==> config.mk <==
export PLATFORM = sky130hd
export DESIGN_NAME = ayuv_ram
export DESIGN_NICKNAME = d
export VERILOG_FILES = /design/src/rtl/assert_macros.svh /design/src/rtl/ayuv_ram.sv
export SDC_FILE = /design/constraint.sdc
export NUM_CORES = 2
export LEC_CHECK = 0
export BUFFER_PORTS_ARGS = -buffer_cell sky130_fd_sc_hd__buf_4
export CAP_MARGIN = 10
export CORE_ASPECT_RATIO = 0.8
export CORE_MARGIN = 4
export CORE_UTILIZATION = 40
export DETAILED_ROUTE_END_ITERATION = 12
export PLACE_DENSITY_LB_ADDON = 0.1
export REMOVE_ABC_BUFFERS = 1
export SETUP_SLACK_MARGIN = 0.02
export SKIP_LAST_GASP = 1
export SYNTH_ARGS = -nofsm -noshare
export SYNTH_HDL_FRONTEND = slang
export SYNTH_SLANG_ARGS = --single-unit
==> constraint.sdc <==
create_clock -name clk_i -period 3.4 [get_ports clk_i]
set_clock_uncertainty 0.2 [all_clocks]
set_input_delay 0.68 -clock clk_i [delete_from_list [all_inputs] [get_ports clk_i]]
set_output_delay 0.68 -clock clk_i [all_outputs]
set_load 0.02 [all_outputs]
==> src/rtl/assert_macros.svh <==
// ---------------------------------------------------------------------------
// Assertion macros
// Shared concurrent assertion wrappers; empty when SYNTHESIS is set.
// ---------------------------------------------------------------------------
`ifndef ASSERT_MACROS_SVH
`define ASSERT_MACROS_SVH

`ifndef SYNTHESIS

// prop must hold at every rising edge outside reset
`define AYUV_ASSERT(lbl, clk, rstn, prop, msg) \
  lbl: assert property (@(posedge clk) disable iff (!rstn) (prop)) else $error(msg);

// ante implies cons in the same cycle
`define AYUV_ASSERT_IMPL(lbl, clk, rstn, ante, cons, msg) \
  lbl: assert property (@(posedge clk) disable iff (!rstn) (ante) |-> (cons)) else $error(msg);

`else

`define AYUV_ASSERT(lbl, clk, rstn, prop, msg)
`define AYUV_ASSERT_IMPL(lbl, clk, rstn, ante, cons, msg)

`endif

`endif

==> src/rtl/ayuv_ram.sv <==
// ---------------------------------------------------------------------------
// ayuv_ram
// Generic simple dual-port RAM, one write port, one registered read port.
// ---------------------------------------------------------------------------
module ayuv_ram #(
  parameter int unsigned Width = 8,
  parameter int unsigned Depth = 256
) (
  input  logic                     clk_i,
  input  logic                     we_i,
  input  logic [$clog2(Depth)-1:0] waddr_i,
  input  logic [Width-1:0]         wdata_i,
  input  logic                     re_i,
  input  logic [$clog2(Depth)-1:0] raddr_i,
  output logic [Width-1:0]         rdata_o
);

  logic [Width-1:0] mem_q [Depth];
  logic [Width-1:0] rdata_q;

  // write port
  always_ff @(posedge clk_i) begin
    if (we_i) begin
      mem_q[waddr_i] <= wdata_i;
    end
  end

  // read port, data holds when no read is issued
  always_ff @(posedge clk_i) begin
    if (re_i) begin
      rdata_q <= mem_q[raddr_i];
    end
  end

  assign rdata_o = rdata_q;

endmodule

Word-level counts from Yosys, hierarchy flattened --
Memories as Yosys holds them, arrays and structs flattened. A register that Yosys moved wholly into a read port is not among the register bits. Cells that the tools add are included.
Operators by class: multiplexer cells 2
Operators by type and width (count):
- 2-to-1 mux 1 bit | 2
Storage, ports and cells: RAM bits 2048, logic and storage cells 3, register bits 0, input port bits 27, memories 1
Memory list:
- mem_q | depth 256, bits a word 8, read ports 1, clocked after Yosys merged registers in 1, write ports 1, line ayuv_ram.sv:18 | logic [Width-1:0] mem_q [Depth];

Depth between registers and ports, before layout --
depth after elaboration 2, mapped depth 11, depth with buffers taken out 6

Least setup slack after synthesis --
Ideal clock, no wire load.
path type input to register, from input port raddr_i[0], to register rdata_q[2], in the netlist rdata_o[2] (read register of mem_q) (data pin), path buffers 4, data arrival time 2487 ps, stages 9, path slack 444 ps, path through buf_6 -> buf_12 -> buf_8 -> buf_2 -> mux4_2 -> a22oi_1 -> a21oi_1 -> nor4_1 -> nor4_2
RTL lines:
- from (decl) | line ayuv_ram.sv:14 | input logic [$clog2(Depth)-1:0] raddr_i,
- to (decl) | line ayuv_ram.sv:19 | logic [Width-1:0] rdata_q;

==> impl_results.md <==
- Hold wc startpoint: wdata_i[7]
- Post-DP HPWL: 146000 um
- Async SR Flop Fraction: 0%
- DRT iter0 DRCs: 4552
- CP Data Arrival Time: 3.71 ns
- Netlist cell types: 54
- Worst Slack Setup Final: 0.0496 ns
- Vias in the first global route: 40900
- Placed Area: 0.0875 mm^2
- Final ANT Viol Nets: 0
- Hold Path Stages: 1
- CP Max Fanout: 23
- Max Freq: 0.298 GHz
- FF-to-FF End: rdata_o[0]
- Crit path launch type: primary input
- Count leader, synth: edfxtp_1
- DRC errors left: 0
- Area growth syn-to-layout: 18.0%
- Crit-path max cell delay: 0.84 ns
- Post-Synthesis Cells: 3733
- Layout cells sized above 1: 31.2%
- Worst-Margin Slew: 1.27 ns
- Die Area: 0.206 mm^2
- # Post-CTS Setup Buffers: 0
- Max Buffers Root-to-Sink: 3
- Yosys warning total: 0
- Worst-path clk slew: 0.06 ns
- Starting Density: 40.2%
- Worst hold path endpoint: mem_q[81][7]
- Register Area: 0.0617 mm^2
- Placement Setup Slack: -0.860 ns
- Core ar.: 0.198 mm^2
- Synth cell count leaders: edfxtp_1 (2056), mux4_2 (454), nor2_1 (282)
- DR pass1 iterations: 6
- First-pass GRT wire length: 316000 um
- Peak VDD IR: 0.000529 V
- H-tree depth: 4
- Total CTS buffers: 202
- Port Buffers: 34
- Sequential area share after synthesis: 77.5%
- Vias: 40100
- Max-cap viol count: 0
- Setup-failing EPs final: 0
- Worst path slowest cell: nor4_1
- Mean post-synth cell area: 21.3 um^2
- Total track usage: 21.6%
- Min-Delay Path Class: primary input to flop
- Sink Count: 2056
- Total Negative Setup Slacks: 0 ns
- WS Path Type: primary input to flop
- Net count, final: 4382
- Min Tclk post-route: 3.35 ns
- Max-slew headroom: 15.2%
- Later-pin clock latency in the skew report: 0.83 ns
- GP Congestion: 0.828
- Vias/cell: 5.58
- CP Cell Sequence: buf_8, buf_12, buf_12, mux4_2, a22oi_1, a21oi_1, nor4_1, buf_4, nor4_2
- Register-to-register setup slack: 0.38 ns
- Routed wire length: 222000 um
- Die height: 407 um
- CTS tree: done
- Count of pins over their slew limit: 0
- Leak: 0.0300 uW
- EDFF count, synth: 2056
- Fin crit share: 98.5%
- Synth top area cells: edfxtp_1 (78%), mux4_2 (13%), mux2i_1 (1.7%)
- FILL cells: 16600
- PD cells: 563 mW/mm^2
- R2r startpoint: mem_q[211][0]
- Worst hold slack: 0.124 ns
- Worst R2R Path Depth: 6
- Die W: 507 um
- Initial antenna violation count: 10
- CP required: 3.76 ns
- Post-synth top area share: 77.5%
- Primary FF master, synth: edfxtp_1
- Crit end category: flop
- Hold Fails Final Rpt: 0
- RSZ-0062 raised after global routing: no
- Area of the multi-input gates: 0.0165 mm^2
- Top Ports: 35
- Root buffer cell: clkbuf_16
- GRT overflow: 0
- # rows: 146
- Largest net degree at the start of global routing: 98
- Cell repeated most along the worst path: buf_12
- FF+latch count, synth: 2056
- Mapped cell area: 0.0796 mm^2
- Outcome: finished, final reports clean
- Drt wl/cell: 30.9 um
- Biggest area consumer among synthesized cells: edfxtp_1
- Final Cell Area: 0.0940 mm^2
==> placed cells by master, fill, tap and decap left out, types with 33 or more instances in the layout <==
| cell | count |
|---|---|
| edfxtp_1 | 2056 |
| buf_4 | 564 |
| mux4_2 | 454 |
| nor2_1 | 279 |
| clkbuf_16 | 206 |
| mux2i_1 | 134 |
| a22oi_1 | 133 |
| a21oi_1 | 96 |
| buf_12 | 76 |
| clkinv_1 | 51 |
| o221ai_1 | 46 |
| clkbuf_1 | 43 |
| nand2_1 | 33 |
==> layer usage <==
metal	vias up	global-route usage [%]	part of all wire, %
met5	-	0	0.043
met4	4	4.31	1.8
met2	1301	33.0	46
met1	21600	32.7	46
li1	17000	-	-
met3	255	4.02	6.6
==> logic make-up (layout without fill, tap and decap cells) <==
family                 count (synthesis)  count (layout)  share of synthesized area [%]
flip-flops                          2056            2056                           77.5
buffers and inverters                235            1021                           1.83
multiplexers                         591             591                           14.6
AND/OR/NAND/NOR                      466             466                           2.63
AO/OA/AOI/OAI                        385             385                           3.42
other                                  0               1                              0
==> registers in the layout, indices dropped and copies added (netlist names) <==
register  flops
mem_q      2048
rdata_o       8
==> worst max path at each step <==
| stage | slack (ns) | to | startpoint | cells after the start |
|---|---|---|---|---|
| after floorplan | 0.03 | rdata_o[6] | raddr_i[2] | 6 |
| after global placement | -1.37 | rdata_o[1] | raddr_i[0] | 10 |
| after detailed placement | -0.86 | rdata_o[1] | raddr_i[0] | 10 |
| after CTS | 0.07 | rdata_o[1] | raddr_i[0] | 10 |
| after global routing | 0.02 | rdata_o[6] | raddr_i[0] | 10 |
| final | 0.05 | rdata_o[0] | raddr_i[0] | 9 |
==> area by class of cell <==
type / count / share of cell area, %
sequential: 2056 / 65.7
tap: 2664 / 3.55
timing repair buffer: 651 / 6.30
clock inverter: 119 / 1.16
antenna: 1 / 0.00266
multi-input combinational: 1442 / 17.6
inverter: 2 / 0.00799
clock buffer: 249 / 5.66
==> critical path, delay by kind of cell <==
kind | cells | cell delay, ns
buffers and inverters | 4 | 0.93
muxes | 1 | 0.58
and+or+nand+nor | 2 | 0.88
AOI/OAI and AO/OA | 2 | 0.54
==> report_power, final <==
| part | leakage [uW] | total, uW | internal [uW] | switching (uW) |
|---|---|---|---|---|
| sequential | 0.0185 | 28000 | 27900 | 37.5 |
| clock | 0.00310 | 21900 | 12300 | 9600 |
| combinational | 0.00846 | 2980 | 1150 | 1830 |
==> through the flow <==
stage	utilization, %	instances	total power (uW)
2_1_floorplan	-	3500	29500
3_3_place_gp	44.2	6814	31500
3_5_place_dp	44.2	6814	31600
4_1_cts	47.4	7183	53500
5_1_grt	47.4	7183	54700
6_report	47.4	7184	52900
==> what timing repair did <==
action                     in CTS  in global routing
setup endpoints to repair       0                  1
hold endpoints to repair        8                  0
resized for setup               0                  1
hold buffers                    1                  0
No activity file was read; power rests on OpenSTA's default activity.
